### src/hdl/lslp_pkg.sv
`timescale 1ns / 1ps
// Shared types, codes and constants for the link status LED pattern block.
// No dependencies; every other file imports this package.
package lslp_pkg;

    localparam int SESSION_COUNT_WIDTH = 8;
    localparam logic [SESSION_COUNT_WIDTH-1:0] COUNT_MAX = '1;
    localparam logic [7:0] CONNECTED_GREEN = 8'd255;

    // Divider operand widths
    localparam int DVD_W = 32;
    localparam int DVS_W = 16;
    localparam int STEP_W = $clog2(DVD_W);

    typedef enum logic [1:0] {
        OP_RENDER         = 2'd0,
        OP_SESSION_START  = 2'd1,
        OP_SESSION_END    = 2'd2,
        OP_SET_CONNECTING = 2'd3
    } op_t;

    typedef enum logic [1:0] {
        LINK_DISCONNECTED = 2'd0,
        LINK_CONNECTING   = 2'd1,
        LINK_CONNECTED    = 2'd2
    } link_t;

    typedef enum logic [2:0] {
        REG_DISC_PERIOD = 3'd0,
        REG_DISC_ON     = 3'd1,
        REG_DISC_RED    = 3'd2,
        REG_CONN_PERIOD = 3'd3,
        REG_CONN_RMIN   = 3'd4,
        REG_CONN_RMAX   = 3'd5,
        REG_CONN_GMIN   = 3'd6,
        REG_CONN_GMAX   = 3'd7
    } cfg_idx_t;

    typedef struct packed {
        logic [15:0] disc_period;
        logic [15:0] disc_on;
        logic [7:0]  disc_red;
        logic [15:0] conn_period;
        logic [7:0]  conn_red_min;
        logic [7:0]  conn_red_max;
        logic [7:0]  conn_green_min;
        logic [7:0]  conn_green_max;
    } cfg_t;

    typedef struct packed {
        logic             start;
        logic [DVD_W-1:0] dividend;
        logic [DVS_W-1:0] divisor;
    } div_req_t;

    typedef struct packed {
        logic             done;
        logic [DVD_W-1:0] quotient;
        logic [DVS_W-1:0] remainder;
    } div_rsp_t;

endpackage

### src/hdl/lslp_cfg_regs.sv
`timescale 1ns / 1ps
// Configuration register bank for the LED pattern block.
// Depends on lslp_pkg for the register index codes and the cfg_t struct.
module lslp_cfg_regs
    import lslp_pkg::*;
(
    input  logic        clk,
    input  logic        rst_n,
    input  logic        cfg_we,
    input  logic [2:0]  cfg_index,
    input  logic [15:0] cfg_wdata,
    output cfg_t        cfg
);

    cfg_t cfg_reg;

    always_ff @(posedge clk or negedge rst_n)
    begin
        if (!rst_n)
        begin
            cfg_reg.disc_period    <= 16'd1000;
            cfg_reg.disc_on        <= 16'd100;
            cfg_reg.disc_red       <= 8'd64;
            cfg_reg.conn_period    <= 16'd2000;
            cfg_reg.conn_red_min   <= 8'd0;
            cfg_reg.conn_red_max   <= 8'd64;
            cfg_reg.conn_green_min <= 8'd0;
            cfg_reg.conn_green_max <= 8'd32;
        end
        else if (cfg_we)
        begin
            case (cfg_index)
                REG_DISC_PERIOD: cfg_reg.disc_period    <= cfg_wdata;
                REG_DISC_ON:     cfg_reg.disc_on        <= cfg_wdata;
                REG_DISC_RED:    cfg_reg.disc_red       <= cfg_wdata[7:0];
                REG_CONN_PERIOD: cfg_reg.conn_period    <= cfg_wdata;
                REG_CONN_RMIN:   cfg_reg.conn_red_min   <= cfg_wdata[7:0];
                REG_CONN_RMAX:   cfg_reg.conn_red_max   <= cfg_wdata[7:0];
                REG_CONN_GMIN:   cfg_reg.conn_green_min <= cfg_wdata[7:0];
                REG_CONN_GMAX:   cfg_reg.conn_green_max <= cfg_wdata[7:0];
                default:         cfg_reg <= cfg_reg;
            endcase
        end
    end

    assign cfg = cfg_reg;

endmodule

### src/hdl/lslp_div.sv
`timescale 1ns / 1ps
// Shared restoring divider: 32-bit dividend by 16-bit divisor, one quotient bit a cycle.
// Depends on lslp_pkg for the request and response structs.
module lslp_div
    import lslp_pkg::*;
(
    input  logic     clk,
    input  logic     rst_n,
    input  div_req_t req,
    output div_rsp_t rsp
);

    logic             busy_reg;
    logic             done_reg;
    logic [STEP_W-1:0] step_reg;
    logic [DVD_W-1:0] dvd_reg;
    logic [DVS_W-1:0] rem_reg;
    logic [DVS_W-1:0] dvs_reg;

    logic [DVS_W:0]   shifted;
    logic             ge;
    logic [DVS_W:0]   diff;

    assign shifted = {rem_reg, dvd_reg[DVD_W-1]};
    assign ge      = shifted >= {1'b0, dvs_reg};
    assign diff    = shifted - {1'b0, dvs_reg};

    always_ff @(posedge clk or negedge rst_n)
    begin
        if (!rst_n)
        begin
            busy_reg <= 1'b0;
            done_reg <= 1'b0;
            step_reg <= '0;
        end
        else
        begin
            done_reg <= 1'b0;
            if (req.start)
            begin
                busy_reg <= 1'b1;
                step_reg <= '0;
            end
            else if (busy_reg)
            begin
                step_reg <= step_reg + 1'b1;
                if (step_reg == STEP_W'(DVD_W - 1))
                begin
                    busy_reg <= 1'b0;
                    done_reg <= 1'b1;
                end
            end
        end
    end

    always_ff @(posedge clk)
    begin
        if (req.start)
        begin
            dvd_reg <= req.dividend;
            dvs_reg <= req.divisor;
            rem_reg <= '0;
        end
        else if (busy_reg)
        begin
            // partial remainder stays below the divisor, so the top bit drops
            rem_reg <= ge ? diff[DVS_W-1:0] : shifted[DVS_W-1:0];
            dvd_reg <= {dvd_reg[DVD_W-2:0], ge};
        end
    end

    assign rsp.done      = done_reg;
    assign rsp.quotient  = dvd_reg;
    assign rsp.remainder = rem_reg;

endmodule

### src/hdl/link_status_led_pattern.sv
`timescale 1ns / 1ps
// Top level of the link status LED pattern block: event decode, sequencer, output register.
// Depends on lslp_pkg, lslp_cfg_regs and lslp_div.
//
// Channel   | Direction | Handshake                    | Contents
// s_axis    | in        | s_axis_tvalid / s_axis_tready | opcode, connecting flag, elapsed ms
// m_axis    | out       | m_axis_tvalid / m_axis_tready | red, green, link state
// cfg       | in        | cfg_we, no wait              | register index and write data
//
// Connected items need no divider run; disconnected items use at most one and connecting items up to
// three runs of the shared divider (phase, red ramp, green ramp).
// One item is in work at a time; s_axis_tready is low while the sequencer runs.
// A finished result waits in the output register while the next item is taken.
// Reset clears the session count, the connecting flag and the registers to defaults.
module link_status_led_pattern
    import lslp_pkg::*;
(
    input  logic        clk,
    input  logic        rst_n,
    input  logic        s_axis_tvalid,
    output logic        s_axis_tready,
    input  logic [39:0] s_axis_tdata,  // [0] connecting_value, [32:1] elapsed_time, zero pad
    input  logic [1:0]  s_axis_tuser,  // [1:0] opcode
    output logic        m_axis_tvalid,
    input  logic        m_axis_tready,
    output logic [23:0] m_axis_tdata,  // [7:0] red, [15:8] green, [17:16] link_state, zero pad
    input  logic        cfg_we,
    input  logic [2:0]  cfg_index,
    input  logic [15:0] cfg_wdata
);

    typedef enum logic [9:0] {
        ST_IDLE     = 10'b00_0000_0001,
        ST_MOD_GO   = 10'b00_0000_0010,
        ST_MOD_WAIT = 10'b00_0000_0100,
        ST_PHASE    = 10'b00_0000_1000,
        ST_RED_MUL  = 10'b00_0001_0000,
        ST_RED_GO   = 10'b00_0010_0000,
        ST_RED_WAIT = 10'b00_0100_0000,
        ST_GRN_MUL  = 10'b00_1000_0000,
        ST_GRN_GO   = 10'b01_0000_0000,
        ST_GRN_WAIT = 10'b10_0000_0000
    } state_t;

    // Note: a finishing state folds into each path's last step via done_reg below.

    cfg_t     cfg;
    div_req_t div_req;
    div_rsp_t div_rsp;

    state_t   state_reg, state_next;
    logic [SESSION_COUNT_WIDTH-1:0] count_reg, count_next;
    logic     flag_reg, flag_next;
    link_t    link_reg, link_next;
    logic [31:0] elapsed_reg;
    logic [15:0] phase_reg;
    logic [31:0] prod_reg;
    logic [7:0]  red_reg;
    logic [7:0]  green_reg;
    logic        done_reg;

    logic        out_valid_reg;
    logic [7:0]  out_red_reg;
    logic [7:0]  out_green_reg;
    link_t       out_link_reg;

    op_t         op;
    logic        in_accept;
    logic        out_free;
    logic [15:0] period;
    logic [14:0] half;
    logic [8:0]  diff_r, diff_g;
    logic [31:0] span;
    logic [47:0] mul_full;

    lslp_cfg_regs u_cfg (
        .clk       (clk),
        .rst_n     (rst_n),
        .cfg_we    (cfg_we),
        .cfg_index (cfg_index),
        .cfg_wdata (cfg_wdata),
        .cfg       (cfg)
    );

    lslp_div u_div (
        .clk   (clk),
        .rst_n (rst_n),
        .req   (div_req),
        .rsp   (div_rsp)
    );

    assign op            = op_t'(s_axis_tuser);
    assign out_free      = !out_valid_reg || m_axis_tready;
    assign s_axis_tready = (state_reg == ST_IDLE) && !done_reg;
    assign in_accept     = s_axis_tvalid && s_axis_tready;

    // Apply the event before the link state is chosen
    always_comb
    begin
        count_next = count_reg;
        flag_next  = flag_reg;
        case (op)
            OP_SESSION_START:
            begin
                if (count_reg != COUNT_MAX)
                    count_next = count_reg + 1'b1;
            end
            OP_SESSION_END:
            begin
                if (count_reg != '0)
                    count_next = count_reg - 1'b1;
            end
            OP_SET_CONNECTING: flag_next = s_axis_tdata[0];
            default:           count_next = count_reg;
        endcase
        if (count_next != '0)
            link_next = LINK_CONNECTED;
        else if (flag_next)
            link_next = LINK_CONNECTING;
        else
            link_next = LINK_DISCONNECTED;
    end

    assign period = (link_reg == LINK_CONNECTING) ? cfg.conn_period : cfg.disc_period;
    assign half   = cfg.conn_period[15:1];

    // Colour span taken modulo 2^32: sign-extend the 9-bit difference
    assign diff_r   = {1'b0, cfg.conn_red_max} - {1'b0, cfg.conn_red_min};
    assign diff_g   = {1'b0, cfg.conn_green_max} - {1'b0, cfg.conn_green_min};
    assign span     = (state_reg == ST_GRN_MUL) ? {{23{diff_g[8]}}, diff_g}
                                                : {{23{diff_r[8]}}, diff_r};
    assign mul_full = {16'd0, span} * {32'd0, phase_reg};

    always_comb
    begin
        div_req.start    = 1'b0;
        div_req.dividend = prod_reg;
        div_req.divisor  = {1'b0, half};
        case (state_reg)
            ST_MOD_GO:
            begin
                div_req.start    = (period != 16'd0);
                div_req.dividend = elapsed_reg;
                div_req.divisor  = period;
            end
            ST_RED_GO, ST_GRN_GO: div_req.start = 1'b1;
            default:              div_req.start = 1'b0;
        endcase
    end

    always_comb
    begin
        state_next = state_reg;
        case (state_reg)
            ST_IDLE:
            begin
                if (in_accept && link_next != LINK_CONNECTED)
                    state_next = ST_MOD_GO;
            end
            ST_MOD_GO:   state_next = (period == 16'd0) ? ST_PHASE : ST_MOD_WAIT;
            ST_MOD_WAIT: state_next = div_rsp.done ? ST_PHASE : ST_MOD_WAIT;
            ST_PHASE:    state_next = (link_reg == LINK_CONNECTING) ? ST_RED_MUL : ST_IDLE;
            ST_RED_MUL:  state_next = (half == 15'd0) ? ST_GRN_MUL : ST_RED_GO;
            ST_RED_GO:   state_next = ST_RED_WAIT;
            ST_RED_WAIT: state_next = div_rsp.done ? ST_GRN_MUL : ST_RED_WAIT;
            ST_GRN_MUL:  state_next = (half == 15'd0) ? ST_IDLE : ST_GRN_GO;
            ST_GRN_GO:   state_next = ST_GRN_WAIT;
            ST_GRN_WAIT: state_next = div_rsp.done ? ST_IDLE : ST_GRN_WAIT;
            default:     state_next = ST_IDLE;
        endcase
    end

    always_ff @(posedge clk or negedge rst_n)
    begin
        if (!rst_n)
        begin
            state_reg     <= ST_IDLE;
            count_reg     <= '0;
            flag_reg      <= 1'b0;
            link_reg      <= LINK_DISCONNECTED;
            done_reg      <= 1'b0;
            out_valid_reg <= 1'b0;
        end
        else
        begin
            state_reg <= state_next;
            if (in_accept)
            begin
                count_reg <= count_next;
                flag_reg  <= flag_next;
                link_reg  <= link_next;
            end

            // done_reg marks a finished colour waiting for the output register
            if (in_accept && link_next == LINK_CONNECTED)
                done_reg <= 1'b1;
            else if (state_reg == ST_PHASE && link_reg != LINK_CONNECTING)
                done_reg <= 1'b1;
            else if (state_reg == ST_GRN_MUL && half == 15'd0)
                done_reg <= 1'b1;
            else if (state_reg == ST_GRN_WAIT && div_rsp.done)
                done_reg <= 1'b1;
            else if (done_reg && out_free)
                done_reg <= 1'b0;

            if (done_reg && out_free)
                out_valid_reg <= 1'b1;
            else if (m_axis_tready)
                out_valid_reg <= 1'b0;
        end
    end

    always_ff @(posedge clk)
    begin
        if (in_accept)
        begin
            elapsed_reg <= s_axis_tdata[32:1];
            red_reg     <= 8'd0;
            green_reg   <= (link_next == LINK_CONNECTED) ? CONNECTED_GREEN : 8'd0;
        end

        case (state_reg)
            ST_MOD_GO:
            begin
                if (period == 16'd0)
                    phase_reg <= 16'd0;
            end
            ST_MOD_WAIT:
            begin
                if (div_rsp.done)
                    phase_reg <= div_rsp.remainder;
            end
            ST_PHASE:
            begin
                if (link_reg == LINK_CONNECTING)
                begin
                    // fold the second half of the ramp back down
                    if (phase_reg > {1'b0, half})
                        phase_reg <= cfg.conn_period - phase_reg;
                end
                else if (phase_reg < cfg.disc_on)
                begin
                    red_reg <= cfg.disc_red;
                end
            end
            ST_RED_MUL:
            begin
                prod_reg <= mul_full[31:0];
                red_reg  <= cfg.conn_red_min;
            end
            ST_RED_WAIT:
            begin
                if (div_rsp.done)
                    red_reg <= cfg.conn_red_min + div_rsp.quotient[7:0];
            end
            ST_GRN_MUL:
            begin
                prod_reg  <= mul_full[31:0];
                green_reg <= cfg.conn_green_min;
            end
            ST_GRN_WAIT:
            begin
                if (div_rsp.done)
                    green_reg <= cfg.conn_green_min + div_rsp.quotient[7:0];
            end
            default:
            begin
                prod_reg <= prod_reg;
            end
        endcase

        if (done_reg && out_free)
        begin
            out_red_reg   <= red_reg;
            out_green_reg <= green_reg;
            out_link_reg  <= link_reg;
        end
    end

    assign m_axis_tvalid = out_valid_reg;
    assign m_axis_tdata  = {6'd0, out_link_reg, out_green_reg, out_red_reg};

`ifndef NO_ASSERTIONS
    a_div_done_in_wait: assert property (@(posedge clk) disable iff (!rst_n)
        div_rsp.done |-> (state_reg == ST_MOD_WAIT || state_reg == ST_RED_WAIT
                          || state_reg == ST_GRN_WAIT))
        else $error("divider finished outside a wait state");

    a_connected_fast: assert property (@(posedge clk) disable iff (!rst_n)
        (in_accept && count_next != '0) |=> (state_reg == ST_IDLE && done_reg))
        else $error("connected item did not finish at once");

    a_connected_colour: assert property (@(posedge clk) disable iff (!rst_n)
        (m_axis_tvalid && out_link_reg == LINK_CONNECTED)
            |-> (out_red_reg == 8'd0 && out_green_reg == CONNECTED_GREEN))
        else $error("connected colour wrong");

    a_disc_no_green: assert property (@(posedge clk) disable iff (!rst_n)
        (m_axis_tvalid && out_link_reg == LINK_DISCONNECTED) |-> out_green_reg == 8'd0)
        else $error("green lit while disconnected");

    a_no_accept_busy: assert property (@(posedge clk) disable iff (!rst_n)
        (state_reg != ST_IDLE) |-> !s_axis_tready)
        else $error("input taken while sequencer busy");
`endif

endmodule
### config.mk
export PLATFORM = sky130hd
export DESIGN_NAME = link_status_led_pattern
export DESIGN_NICKNAME = d
export VERILOG_FILES = /design/src/hdl/lslp_pkg.sv /design/src/hdl/lslp_cfg_regs.sv /design/src/hdl/lslp_div.sv /design/src/hdl/link_status_led_pattern.sv
export SDC_FILE = /design/constraint.sdc
export NUM_CORES = 1
export LEC_CHECK = 0
export BUFFER_PORTS_ARGS = -buffer_cell sky130_fd_sc_hd__buf_2
export CORE_ASPECT_RATIO = 1.1
export CORE_MARGIN = 4
export CORE_UTILIZATION = 36
export CTS_CLUSTER_SIZE = 16
export DETAILED_ROUTE_END_ITERATION = 7
export GPL_ROUTABILITY_DRIVEN = 0
export PLACE_DENSITY = 0.6
export SETUP_SLACK_MARGIN = 0.5
export SYNTH_ARGS = -nofsm -noshare
export SYNTH_HDL_FRONTEND = slang
export SYNTH_SLANG_ARGS = --single-unit
### constraint.sdc
create_clock -name clk -period 9.6 [get_ports clk]
set_clock_uncertainty 0.2 [all_clocks]
set_input_delay 0.48 -clock clk [delete_from_list [all_inputs] [get_ports clk]]
set_output_delay 0.48 -clock clk [all_outputs]
set_load 0.01 [all_outputs]
==> impl_metrics.csv <==
group,metric,value,unit
status,outcome,"finished clean",
floorplanning,core_area,62800,µm²
timing,worstMarginPinSlew,1080,ps
yosys,ys_warn_count,0,
yosys,synth_fa_ha_area_share,25.2,%
detailed_routing,firstDrtPassIters,6,
floorplanning,ioPinCount,92,
cts,clk_path_buf_depth,3,
timing,slew_headroom,27.7,%
cts,cts_root_buf,"clkbuf_16",
final_layout,antenna_cells_inserted,0,
detailed_routing,wl_per_cell,17.6,µm
yosys,synthArstFlopShare,39.9,%
global_route,grt_pass1_wl,95500,µm
floorplanning,start_util,36.6,%
timing,hold_viol_final,0,
critical_path,critPathArrivalTime,8670,ps
critical_path,reg2regPathDepth,28,
critical_path,slowest_stage,"fa_2",
detailed_routing,wl,57800,µm
global_route,grt.total_usage,17.1,%
yosys,ys_ff_latch,296,
yosys,synth_edf_count,146,
timing,finalCritPeriodShare,88.0,%
yosys,yosys.cell_types.count,87,
detailed_routing,antenna_left,0,
yosys,ys.flop_type,"edfxtp_1",
floorplanning,die-area,68000,µm²
yosys,synthCells,2326,
yosys,synth_top_family_by_area,"adder cells",
yosys,avgSynthCellArea,9.89,µm²
floorplanning,dieHeight,273,µm
cts,clk_pin_slew,70,ps
placed_design,dp_hpwl,44300,µm
critical_path,cp_max_fo,23,
timing,finalSetupTns,0,ps
yosys,synth_area_leaders,"edfxtp_1 19%, fa_1 16%, dfrtp_1 11%",
timing,setup_viol,0,
min_path,min_path_cells,3,
timing,rsz0062_at_grt,"false",
cts,clk_latency,570,ps
cts,cts_sinks,296,
cts,post-cts-setup-buffers,0,
placed_design,post-place-ws,719,ps
detailed_routing,drc_errors,0,
critical_path,cp-end-kind,"flop",
placed_design,numPortBuffers,78,
min_path,hp-class,"in -> reg",
global_route,grt_max_degree,81,
final_layout,nNetsFinal,2835,
critical_path,cp.required,9820,ps
timing,finalWorstSetupSlack,1150,ps
yosys,yosysTopAreaCell,"edfxtp_1",
floorplanning,fp-row-count,96,
detailed_routing,routed_via_density,5.17,
timing,fmax,118,MHz
yosys,synth_top_area_share,19.1,%
critical_path,crit_top_cell,"fa_1",
yosys,netlist_area,23000,µm²
cts,cts_buffers,30,
critical_path,max_stage_delay,680,ps
run,cap_violations,0,
detailed_routing,drtIter0Drc,1029,
critical_path,start_kind,"flop",
global_route,overflow,0,
yosys,synth_compound_area_share,11.7,%
critical_path,ff2ff_setup_slack,1150,ps
final_layout,final_layout_size_suffix_gt1_share,11.2,%
floorplanning,dieWidth,249,µm
final_layout,fillers,6005,
global_route,grt_antenna_before_repair,0,
yosys,synthMuxAreaShare,4.87,%
timing,whs,89.2,ps
yosys,yosys.area_share.simple,13.6,%
detailed_routing,num_vias,16900,
final_layout,largest_register_ffs,88,
cts,cts_max_level,1,
yosys,synth-xor-area-share,2.59,%
yosys,ys_seq_area_share,34.8,%
final_layout,syn_to_final_growth,12.0,%
critical_path,crit_type,"reg -> reg",
timing,finalMaxSlewViolations,0,
timing,final.min_clock_period,8450,ps
global_route,first_global_vias,17900,
cts,tritoncts,"yes",
final_layout,final_core_util,41.0,%
[worst paths after layout]
| check | endpoint | startpoint |
|---|---|---|
| worst max-delay path | prod_reg[25]$_DFFE_PP_ | u_cfg.cfg[24]$_DFFE_PN0P_ |
| worst min-delay path | u_cfg.cfg[61]$_DFFE_PN1P_ | cfg_wdata[5] |
| worst max register to register | prod_reg[25]$_DFFE_PP_ | u_cfg.cfg[24]$_DFFE_PN0P_ |
| worst min register to register | out_red_reg[1]$_DFFE_PP_ | red_reg[1]$_DFF_P_ |
| max in group asynchronous | u_cfg.cfg[59]$_DFFE_PN0P_ | rst_n |
| min in group asynchronous | count_reg[6]$_DFFE_PN0P_ | rst_n |
[cell families after synthesis]
logic type,after synthesis
simple gates,649
mux,103
fa+ha+maj,351
xor+xnor,68
flops,296
buf+inv,435
other cells,1
compound gates,423
[worst max-delay path, delay by kind of cell, from the launching register on]
kind / cells / cell delay (ps)
buffers and inverters: 3 / 230
AO/OA/AOI/OAI: 12 / 2270
AND/OR/NAND/NOR: 4 / 840
adder cells (fa/ha/maj): 9 / 4320
flip-flops: 1 / 430
[repair_timing]
action	in CTS	in global routing
gates resized for setup	0	5
endpoints found under the hold margin	93	0
setup endpoints to repair	0	11
hold buffers	43	0
[placed cells by master, fill, tap and decap left out, types with 15 or more instances in the layout]
master / Yosys / routed
a31oi_1: 45 / 45
inv_1: 343 / 340
dlygate4sd3_1: 0 / 43
buf_4: 7 / 26
nor2b_1: 26 / 25
xnor2_1: 44 / 44
fa_1: 186 / 185
a21oi_1: 87 / 87
dfxtp_1: 32 / 32
nor3_1: 32 / 31
mux2i_1: 34 / 33
o21ai_0: 129 / 129
dfrtp_1: 99 / 99
mux2_2: 68 / 68
clkbuf_16: 0 / 31
nand2_1: 264 / 264
nor2_1: 126 / 126
xor2_1: 24 / 24
edfxtp_1: 146 / 146
dfstp_2: 19 / 19
buf_2: 11 / 77
ha_1: 165 / 165
a21o_1: 30 / 30
nand3_1: 22 / 22
and3_1: 15 / 15
and2_1: 70 / 70
[stage by stage]
step	instance area, µm²	std cells
2_1_floorplan	23000	2331
3_3_place_gp	24300	3176
3_5_place_dp	24300	3176
4_1_cts	25800	3275
5_1_grt	25800	3275
6_report	25800	3275
[cell type report]
class | instances | area, µm² | share of cell area (%)
repair buffers | 146 | 1010 | 3.92
multi-input cells | 1600 | 13400 | 51.9
clock buffers | 36 | 795 | 3.08
well taps | 833 | 1040 | 4.04
flip-flops and latches | 296 | 8000 | 31.0
inverters | 344 | 1290 | 5.02
clock inverters | 20 | 249 | 0.966
[synthesized netlist by cell type, types with 7 or more instances]
library cell	count
a21oi_1	87
dfrtp_1	99
or3_1	9
inv_1	343
a21boi_0	9
a21o_1	30
nand4b_1	8
mux2i_1	34
and2_1	70
dfxtp_1	32
edfxtp_1	146
xnor2_1	44
fa_1	186
ha_1	165
buf_2	11
xor2_1	24
o21ai_1	9
and3_1	15
or2_2	7
nand3_1	22
nor2b_1	26
nand2b_1	14
nor4_1	11
dfstp_2	19
a211oi_1	12
mux2_2	68
o21a_1	14
nor2_1	126
clkbuf_1	67
nand2_1	264
a22oi_1	13
o21ai_0	129
a31oi_1	45
buf_4	7
nand4_1	14
nor3_1	32
[per-layer routing]
metal	vias to the layer above	track usage, %	wire, µm	part of all wire [%]
met3	125	1.85	2340	4.0
met5	-	0	0	0
met1	8433	20.8	23500	41
met2	347	31.4	29500	51
met4	0	6.77	2530	4.4
li1	8027	-	-	-
Power is left out: the tool's default activity adds up to more than one toggle a clock period on the data nets, which glitch-free logic cannot reach.
